**config.mk**
```make
export PLATFORM = sky130hd
export DESIGN_NAME = pvm_ctrl
export DESIGN_NICKNAME = d
export VERILOG_FILES = /design/src/hw/rtl/pvm_pkg.sv /design/src/hw/rtl/pvm_ctrl.sv
export SDC_FILE = /design/constraint.sdc
export NUM_CORES = 1
export LEC_CHECK = 0
export BUFFER_PORTS_ARGS = -buffer_cell sky130_fd_sc_hd__buf_2
export CAP_MARGIN = 20
export CORE_MARGIN = 3
export CORE_UTILIZATION = 51
export DETAILED_ROUTE_END_ITERATION = 10
export GPL_TIMING_DRIVEN = 1
export HOLD_SLACK_MARGIN = 0.08
export PLACE_DENSITY = 0.78
export SETUP_SLACK_MARGIN = 0.15
export SYNTH_ARGS = -nofsm -noshare
export SYNTH_HDL_FRONTEND = slang
export SYNTH_SLANG_ARGS = --single-unit
```
**constraint.sdc**
```tcl
create_clock -name clk -period 2.11 [get_ports clk]
set_input_delay 0.211 -clock clk [delete_from_list [all_inputs] [get_ports clk]]
set_output_delay 0.211 -clock clk [all_outputs]
set_load 0.03 [all_outputs]
```
**src/hw/rtl/pvm_pkg.sv**
```systemverilog
// pvm_pkg: shared constants, command codes and controller/datapath interface types
// for the pcm voice mixer; no dependencies
package pvm_pkg;

	localparam int VOICES      = 8;
	localparam int VIDX_W      = 3;
	localparam int STORE_BYTES = 65536;
	localparam int ADDR_W      = 16;
	localparam int STEP_W      = 32;
	localparam int DIV_STEPS   = 32;
	localparam int CNT_W       = 6;

	localparam logic [1:0] CMD_TICK  = 2'd0;
	localparam logic [1:0] CMD_LOAD  = 2'd1;
	localparam logic [1:0] CMD_START = 2'd2;
	localparam logic [1:0] CMD_STOP  = 2'd3;

	localparam logic CFG_OUTPUT_RATE     = 1'b0;
	localparam logic CFG_ACTIVE_CHANNELS = 1'b1;

	localparam logic [15:0] OUTPUT_RATE_RESET = 16'd8000;
	localparam logic [3:0]  ACTIVE_CH_RESET   = 4'd8;

	// controller -> datapath commands
	typedef struct packed {
		logic              latch;      // capture the accepted item
		logic              store_wr;   // write the sample byte
		logic              div_init;   // load the step divider
		logic              div_step;   // one restoring division step
		logic              start_wr;   // commit a voice start
		logic              stop_wr;    // clear a voice
		logic              acc_clr;    // clear the mix sum
		logic              rd_issue;   // read the store for the current voice
		logic              voice_upd;  // accumulate and advance the current voice
		logic [VIDX_W-1:0] voice;      // voice under work
		logic              finish;     // present the result
	} pvm_cmd_t;

	// datapath -> controller status
	typedef struct packed {
		logic [1:0] command;
		logic       start_ok;
		logic [3:0] mix_count;
	} pvm_sts_t;

endpackage

```
**src/hw/rtl/pvm_ctrl.sv**
```systemverilog
// pvm_ctrl: sequencer for the pcm voice mixer
// depends on pvm_pkg
module pvm_ctrl (
	input  logic              clk,
	input  logic              arst_n,
	input  logic              start,
	output logic              busy,
	input  pvm_pkg::pvm_sts_t sts,
	output pvm_pkg::pvm_cmd_t cmd
);
	import pvm_pkg::*;

	localparam logic [2:0] ST_IDLE   = 3'd0;
	localparam logic [2:0] ST_DECODE = 3'd1;
	localparam logic [2:0] ST_DIV    = 3'd2;
	localparam logic [2:0] ST_READ   = 3'd3;
	localparam logic [2:0] ST_ACC    = 3'd4;
	localparam logic [2:0] ST_DONE   = 3'd5;

	logic [2:0]        state_q;
	logic [CNT_W-1:0]  cnt_q;
	logic [VIDX_W:0]   voice_q;

	assign busy = (state_q != ST_IDLE);

	always_comb begin
		cmd         = '0;
		cmd.voice   = voice_q[VIDX_W-1:0];
		cmd.latch   = (state_q == ST_IDLE) && start;
		unique case (state_q)
			ST_DECODE: begin
				unique case (sts.command)
					CMD_LOAD:  cmd.store_wr = 1'b1;
					CMD_START: cmd.div_init = sts.start_ok;
					CMD_STOP:  cmd.stop_wr  = 1'b1;
					CMD_TICK:  cmd.acc_clr  = 1'b1;
					default:   cmd.store_wr = 1'b0;
				endcase
			end
			ST_DIV: begin
				if (cnt_q == CNT_W'(DIV_STEPS))
					cmd.start_wr = 1'b1;
				else
					cmd.div_step = 1'b1;
			end
			ST_READ: cmd.rd_issue  = 1'b1;
			ST_ACC:  cmd.voice_upd = 1'b1;
			ST_DONE: cmd.finish    = 1'b1;
			default: cmd.finish    = 1'b0;
		endcase
	end

	always_ff @(posedge clk or negedge arst_n) begin
		if (!arst_n) begin
			state_q <= ST_IDLE;
			cnt_q   <= '0;
			voice_q <= '0;
		end else begin
			unique case (state_q)
				ST_IDLE: if (start) state_q <= ST_DECODE;
				ST_DECODE: begin
					cnt_q   <= '0;
					voice_q <= '0;
					priority if (sts.command == CMD_START && sts.start_ok)
						state_q <= ST_DIV;
					else if (sts.command == CMD_TICK && sts.mix_count != 4'd0)
						state_q <= ST_READ;
					else
						state_q <= ST_DONE;
				end
				ST_DIV: begin
					if (cnt_q == CNT_W'(DIV_STEPS))
						state_q <= ST_DONE;
					cnt_q <= cnt_q + CNT_W'(1);
				end
				ST_READ: state_q <= ST_ACC;
				ST_ACC: begin
					voice_q <= voice_q + (VIDX_W+1)'(1);
					if ({1'b0, voice_q} + 5'd1 >= {1'b0, sts.mix_count})
						state_q <= ST_DONE;
					else
						state_q <= ST_READ;
				end
				ST_DONE: state_q <= ST_IDLE;
				default: state_q <= ST_IDLE;
			endcase
		end
	end

endmodule

```
[After elaboration in Yosys (flattened, before gate mapping)]
Cells that the tools add are included.
Word-level totals
  register bits: 13
  word-level logic and storage cells: 48
Operators by class
  add/sub/neg operators: 3
  magnitude comparators: 1
  equal/unequal tests: 11
  muxes and demuxes: 20
  reductions and logical operators: 10
Operator list (count)
  2-to-1 mux 3 bit: 5
  case mux 3 bit (5 select lines): 1
  case mux 6 bit (2 select lines): 1
  2-to-1 mux 1 bit: 9
  case mux 4 bit (2 select lines): 1
  adder 6 x 1 -> 6 bit (second input constant): 1
  equality test 3 x 2 -> 1 bit (second input constant): 2
  equality test 3 bit (second input constant): 2
  equality test 6 bit (second input constant): 1
  2-to-1 mux 2 bit: 3
  adder 4 x 1 -> 5 bit (second input constant): 1
  >= comparator 5 x 4 -> 1 bit: 1
  adder 4 x 1 -> 4 bit (second input constant): 1
  equality test 2 bit (second input constant): 2
  inequality test 2 bit (second input constant): 2
  nonzero test 2 bit: 2
  nonzero test 4 bit: 1
  equality test 3 x 1 -> 1 bit (second input constant): 1
  logical AND 1 bit: 3
  logical NOT 3 bit: 1
  nonzero test 3 bit: 1
  equality test 2 x 1 -> 1 bit (second input constant): 1
  logical NOT 2 bit: 1
  AND reduction 2 bit: 1

[Depth between registers and ports, before layout]
Gate-level depths: netlist (run 1).
  depth after elaboration: 5
  gate-level depth with buffers: 6

[Worst setup path before layout (run 1)]
No wires, ideal clock.
  path kind: register to output
  from: register state_q[1]
  to: output port cmd[11] (netlist name)
  data arrival time: 1.605 ns
  setup slack: 0.294 ns
  stages on the path, launching flop included: 4
  cell sequence: dfrtp_1 or3b_1 buf_2 nor3_1
RTL lines
  start: declaration: line pvm_ctrl.sv:20  | logic [2:0] state_q;
  start signal: assignment: line pvm_ctrl.sv:55  | state_q <= ST_IDLE;
  start signal: assignment: line pvm_ctrl.sv:60  | ST_IDLE: if (start) state_q <= ST_DECODE;
  start signal: assignment: line pvm_ctrl.sv:65  | state_q <= ST_DIV;
  end: declaration: line pvm_ctrl.sv:9  | output pvm_pkg::pvm_cmd_t cmd

[Worst setup path in the final report (run 1)]
  from: register voice_q[0]
  to: register state_q[1]
Between the ends
  longest elaborated chain between the ends: 4
RTL lines
  start: declaration: line pvm_ctrl.sv:22  | logic [VIDX_W:0] voice_q;
  start signal: assignment: line pvm_ctrl.sv:78  | voice_q <= voice_q + (VIDX_W+1)'(1);
  adder 4 x 1 -> 5 bit: line pvm_ctrl.sv:79  | if ({1'b0, voice_q} + 5'd1 >= {1'b0, sts.mix_count})
  >= comparator 5 x 4 -> 1 bit: line pvm_ctrl.sv:79
  2-to-1 mux 3 bit: line pvm_ctrl.sv:79
  case mux 3 bit (5 select lines): line pvm_ctrl.sv:59  | unique case (state_q)
  end signal: assignment: line pvm_ctrl.sv:60
  end signal: assignment: line pvm_ctrl.sv:80  | state_q <= ST_DONE;
  end signal: assignment: line pvm_ctrl.sv:82  | state_q <= ST_READ;
Every way passes these cells.
A chain may end at the register's enable or synchronous reset.

==> results of run 1 <==
## sequential cells by signal, indices dropped and copies added, names as in the netlist
signal	flops
cnt_q	6
state_q	3
voice_q	4
## worst paths after layout
kind                             from          to  slack (ns)  depth (start not counted)
min reg2reg                  cnt_q[5]    cnt_q[5]        0.48                          1
max reg2reg                voice_q[0]  state_q[1]        0.26                          6
max in group asynchronous      arst_n  state_q[0]        1.52                          2
max                        voice_q[0]  state_q[1]        0.26                          6
min in group asynchronous      arst_n    cnt_q[2]        0.34                          2
min                             start  state_q[0]        0.24                          3
## per-stage QoR
step	hold WS (ns)	worst slack [ns]	util, %	instances
floorplan	-0.0846	0.294	-	100
global placement	0.117	0.354	63.2	134
detailed placement	0.116	0.272	63.2	134
CTS	0.235	0.151	65.5	139
global route	0.253	0.177	66.1	139
finish	0.237	0.259	66.1	139
## layout make-up
class	count	area, um^2	area share (%)
Clock buffer	4	26.3	2.52
Inverter	10	37.5	3.60
Tap cell	16	20.0	1.92
Timing Repair Buffer	24	128	12.2
Sequential cell	13	328	31.5
Multi-Input combinational cell	72	503	48.3
## placed cells by master, fill, tap and decap left out, types with 4 or more instances in the layout
| master | count |
|---|---|
| buf_2 | 22 |
| dfrtp_1 | 11 |
| nor2_1 | 10 |
| inv_1 | 9 |
| nand2_1 | 9 |
| ha_1 | 7 |
| o21ai_1 | 4 |
| clkbuf_4 | 4 |
## per-layer routing
| layer | global-route usage (%) | part of all wire [%] | vias up |
|---|---|---|---|
| met5 | 0 | 0 | - |
| met4 | 12.9 | 3.1 | 0 |
| met3 | 4.51 | 5.2 | 5 |
| met2 | 29.0 | 46 | 23 |
| met1 | 24.0 | 46 | 350 |
| li1 | - | - | 397 |
## critical path: cells and delay by family, from the launching register on
family / cells / cell delay (ns)
compound gates: 3 / 0.56
xor+xnor: 1 / 0.18
fa+ha+maj: 2 / 0.56
flops: 1 / 0.44
## cell usage after synthesis, drive strengths merged
cell / number
a211o: 1
a211oi: 1
a22o: 3
a2bb2oi: 1
a31oi: 1
and2: 3
and3: 1
and4b: 1
buf: 5
dfrtp: 13
ha: 7
inv: 10
mux2i: 3
nand2: 9
nand2b: 2
nand3: 1
nand3b: 2
nand4: 2
nor2: 11
nor2b: 1
nor3: 3
nor3b: 1
o21a: 1
o21ai: 7
o221ai: 2
o32ai: 1
or3: 1
or3b: 3
or4: 1
xnor2: 1
xor2: 1
## logic make-up (layout without fill, tap and decap cells)
| group | Yosys count | in the layout | synth area share (%) |
|---|---|---|---|
| AND/OR/NAND/NOR | 42 | 42 | 25.8 |
| AO/OA/AOI/OAI | 18 | 18 | 14.8 |
| buffers and inverters | 15 | 38 | 7.84 |
| flip-flops | 13 | 13 | 36.4 |
| adder cells (fa/ha/maj) | 7 | 7 | 9.80 |
| multiplexers | 3 | 3 | 3.36 |
| XOR/XNOR | 2 | 2 | 1.96 |
## power breakdown
| group | total, mW | switching, mW | internal [mW] |
|---|---|---|---|
| Clock | 0.160 | 0.0863 | 0.0734 |
| Combinational | 0.639 | 0.385 | 0.254 |
| Sequential | 0.414 | 0.100 | 0.314 |
## what timing repair did
item | 4_1_cts | 5_1_grt
hold buffers | 1 | 0
endpoints found under the hold margin | 13 | 0
resized for setup | 0 | 6
endpoints found under the setup margin | 0 | 6
==> summary.md, run 1 <==
| Metric | Value |
|---|---|
| CP max stage cell | `dfrtp_1` |
| Fin area | `approximately 1000 um^2` |
| Unrepaired setup endpoints after global routing | `false` |
| Final Total Pwr | `between 1 and 1.5 mW` |
| Crit-path cells | `ha_1 -> xor2_1 -> ha_1 -> o21ai_0 -> o21a_1 -> a211o_1` |
| Die width | `around 48 um` |
| Nets | `around 140` |
| Max-cap violations | `0` |
| Post-layout min period | `around 1.9 ns` |
| Clk buf depth | `2` |
| Fin. Hold Viols | `0` |
| Total number of vias | `just under 800` |
| Initial Util | `56.7%` |
| Cells after Synth | `100` |
| DR pass1 iterations | `4` |
| First-pass GRT wire length | `slightly below 3 mm` |
| #FFs+latches synth | `13` |
| Worst Path Arrival | `between 2 and 2.5 ns` |
| Pwr dens | `roughly 1200 nW/um^2` |
| Worst Path Max Fanout | `6` |
| CTS tree | `built` |
| Crit path kind | `reg -> reg` |
| CTS root buf | `clkbuf_4` |
| Setup tns final | `0 ns` |
| Crit path launch type | `flip-flop` |
| Core area | `1580 um^2` |
| Total setup buffers inserted after CTS | `0` |
| Worst-Skew Late Latency | `around 0.28 ns` |
| Largest net degree at the start of global routing | `14` |
| P&R area growth vs syn | `16.7%` |
| Antenna diode instance count | `0` |
| Number of buffers created by CTS | `3` |
| Top-Level Pins | `24` |
| Top cell type's share of synthesized area | `~36%` |
| Wire length per cell | `between 10 and 15 um` |
| Distinct cells, synth | `36` |
| Status | `finished, final reports clean` |
| Syn nets | `117` |
| Part of the Yosys area used for sequential elements | `about 36%` |
| Leakage | `between 0.5 and 0.6 nW` |
| Critical Path End Type | `flip-flop` |
| Largest vdd supply drop | `slightly above 0.8 mV` |
| Vias per cell | `between 5 and 6` |
| FMAX | `between 500 and 600 MHz` |
| Layout cell share with drive strength beyond 1 | `between 20% and 30%` |
| H-tree depth | `1` |
| Drt total wl | `roughly 1.8 mm` |
| Global route overflow | `0` |
| Drt initial violations | `9` |
| Core Rows | `14` |
| Synth top area cells | `dfrtp_1, ha_1, nor2_1, inv_1, nand2_1` |
| Mapped cell area | `a little under 900 um^2` |
| Syn Area/Cell | `8.93 um^2` |
| Period utilization | `87.7%` |
| Largest area contributor in the netlist | `dfrtp_1` |
| DRT antenna net count | `0` |
| CP peak stage delay | `0.44 ns` |
| Slew @ Worst Pin | `0.311 ns` |
| Finish-stage setup viols | `0` |
| Top cell by count, worst path | `ha_1` |
| Gpl congestion | `between 0.8 and 0.9` |
| Hold Path Class | `in -> reg` |
| Initial antenna violation count | `0` |
| Hpwl dp | `roughly 1.4 mm` |
| Clock Skew | `roughly 0.0038 ns` |
| Relative slew slack | `between 70 and 80%` |
| Port buffer count | `23` |
| Critical Path RT | `approximately 2.3 ns` |
| Die ar. | `2290 um^2` |
| Dpl cell area | `roughly 1000 um^2` |
| Synth warnings | `0` |
| GR Util All Layers | `about a fifth` |
| Pins Over Slew Limit | `0` |
| Clk slew on worst S/H paths | `approximately 0.080 ns` |
| Fillcell total | `137` |
| Vias in the first global route | `660` |
| Post-route DRC | `0` |
| Clock sinks | `13` |
| Die H | `around 48 um` |
Power figures use the tool's default switching activity.
==> run 2, diff against run 1 <==
--- a/config.mk
+++ b/config.mk
@@ -12,7 +12,8 @@
 export DETAILED_ROUTE_END_ITERATION = 10
 export GPL_TIMING_DRIVEN = 1
 export HOLD_SLACK_MARGIN = 0.08
-export PLACE_DENSITY = 0.78
+export PLACE_DENSITY = 0.75
+export REMOVE_ABC_BUFFERS = 1
 export SETUP_SLACK_MARGIN = 0.15
 export SYNTH_ARGS = -nofsm -noshare
 export SYNTH_HDL_FRONTEND = slang
==> constraint.sdc (replaced) <==
create_clock -name clk -period 2.1 [get_ports clk]
set_input_delay 0.21 -clock clk [delete_from_list [all_inputs] [get_ports clk]]
set_output_delay 0.21 -clock clk [all_outputs]
set_load 0.03 [all_outputs]
==> summary.md, run 2 (synthesis gave the netlist of run 1 again) <==
| Metric | Value |
|---|---|
| DP Worst Slack | `a little over 0.3 ns` |
| Status | `finished, final reports clean` |
| Vias in the first global route | `~700` |
| Core Rows | `14` |
| Largest net degree at the start of global routing | `14` |
| Leakage | `0.575 nW` |
| Crit path launch type | `flip-flop` |
| Global route overflow | `0` |
| Initial Util | `about 57%` |
| Most frequent cells in the layout | `buf_2, dfrtp_1, nor2_1, inv_1, nand2_1` |
| Largest vdd supply drop | `about 0.8 mV` |
| CTS tree | `built` |
| Antenna diode instance count | `0` |
| First-pass GRT wire length | `3.04 mm` |
| P&R area growth vs syn | `16.2%` |
| Slew @ Worst Pin | `between 0.3 and 0.4 ns` |
| Clk buf depth | `2` |
| Drt total wl | `1.79 mm` |
| Core area | `1580 um^2` |
| Unrepaired setup endpoints after global routing | `true` |
| Setup tns final | `0 ns` |
| DR pass1 iterations | `4` |
| Fin area | `a little over 1000 um^2` |
| Hold Path Class | `in -> reg` |
| Relative slew slack | `between 70% and 80%` |
| Die width | `47.9 um` |
| H-tree depth | `1` |
| Top-Level Pins | `24` |
| Worst Path Max Fanout | `9` |
| Largest register by flop count | `cnt_q` |
| Initial antenna violation count | `0` |
| DRT antenna net count | `0` |
| Post-route DRC | `0` |
| Finish-stage setup viols | `0` |
| Hold Path Cell Cnt | `3` |
| Gpl congestion | `roughly 0.84` |
| Critical Path End Type | `primary output` |
| FMAX | `546 MHz` |
| Crit path kind | `reg -> out` |
| Period utilization | `between 80% and 90%` |
| Worst-Skew Late Latency | `about 0.27 ns` |
| Total number of vias | `765` |
| CTS root buf | `clkbuf_4` |
| Drt initial violations | `8` |
| Vias per cell | `between 5 and 6` |
| Worst Path Arrival | `approximately 1.6 ns` |
| GR Util All Layers | `19.2%` |
| Max-cap violations | `0` |
| Die ar. | `roughly 2300 um^2` |
| Port buffer count | `23` |
| Fin. Hold Viols | `0` |
| Wire length per cell | `12.9 um` |
| Dpl cell area | `roughly 1000 um^2` |
| Pwr dens | `1160 nW/um^2` |
| Commonest non-fill, non-tap cell in the layout | `buf_2` |
| Total setup buffers inserted after CTS | `0` |
| Die H | `roughly 48 um` |
| Clk slew on worst S/H paths | `0.09 ns` |
| Post-layout min period | `between 1.5 and 2 ns` |
| Pins Over Slew Limit | `0` |
| R2R depth | `6` |
| Hpwl dp | `roughly 1.4 mm` |
| Number of buffers created by CTS | `3` |
| Clock Skew | `about 0.0049 ns` |
| Post-route setup slack | `between 0.2 and 0.3 ns` |
| Critical Path RT | `between 1.5 and 2 ns` |
| Nets | `between 100 and 150` |
| Number of flip-flops in the largest register | `6` |
| Layout cell share with drive strength beyond 1 | `26.8%` |
| Clock sinks | `13` |
| Largest regs | `cnt_q x6, voice_q x4, state_q x3` |
## run 2: final timing paths
| check | from | to | slack [ns] |
|---|---|---|---|
| worst max-delay path | state_q[1] | cmd[4] | 0.27 |
| worst min-delay path | start | state_q[0] | 0.22 |
| min in group asynchronous | arst_n | voice_q[1] | 0.34 |
| worst max register to register | voice_q[0] | state_q[1] | 0.29 |
| max in group asynchronous | arst_n | state_q[0] | 1.50 |
| worst min register to register | cnt_q[5] | cnt_q[5] | 0.47 |
## run 2: routing by layer
layer,routed length (um),vias up,track usage (%)
met5,0,-,0
met4,13,0,8.60
met3,78,2,5.26
li1,-,395,-
met1,873,346,24.4
met2,822,22,30.3
## run 2: final cells by class
| cell class | count | area, um^2 |
|---|---|---|
| Clock buffer | 4 | 26.3 |
| Inverter | 10 | 37.5 |
| Fill cell | 131 | 538 |
| Tap cell | 16 | 20.0 |
| Sequential cell | 13 | 327 |
| Timing Repair Buffer | 24 | 128 |
| Multi-Input combinational cell | 72 | 500 |
## run 2: through the flow
step | std cells | utilization [%] | hold slack (ns) | power, mW
after floorplan | 95 | - | -0.0856 | 0.862
after global placement | 134 | 63.2 | 0.113 | 1.02
after detailed placement | 134 | 63.2 | 0.118 | 1.03
after CTS | 139 | 65.6 | 0.214 | 1.21
after global routing | 139 | 65.9 | 0.217 | 1.31
final | 139 | 65.9 | 0.222 | 1.20
## run 2: where the power goes
group | total [mW] | switching [mW] | internal [mW] | leakage, nW
sequential | 0.408 | 0.0942 | 0.314 | 0.173
combinational | 0.636 | 0.382 | 0.254 | 0.386
clock | 0.158 | 0.0847 | 0.0735 | 0.0150
## run 2: worst max-delay path: stages, from the launching register on
cell and delay (ns):
dfrtp_1 0.46, or3b_2 0.57, inv_2 0.12, clkbuf_4 0.19
## run 2: what timing repair did
| item | 4_1_cts | 5_1_grt |
|---|---|---|
| pin swaps | 0 | 0 |
| hold buffers | 1 | 0 |
| endpoints found under the setup margin | 3 | 4 |
| gates resized for setup | 1 | 3 |
| endpoints found under the hold margin | 13 | 0 |
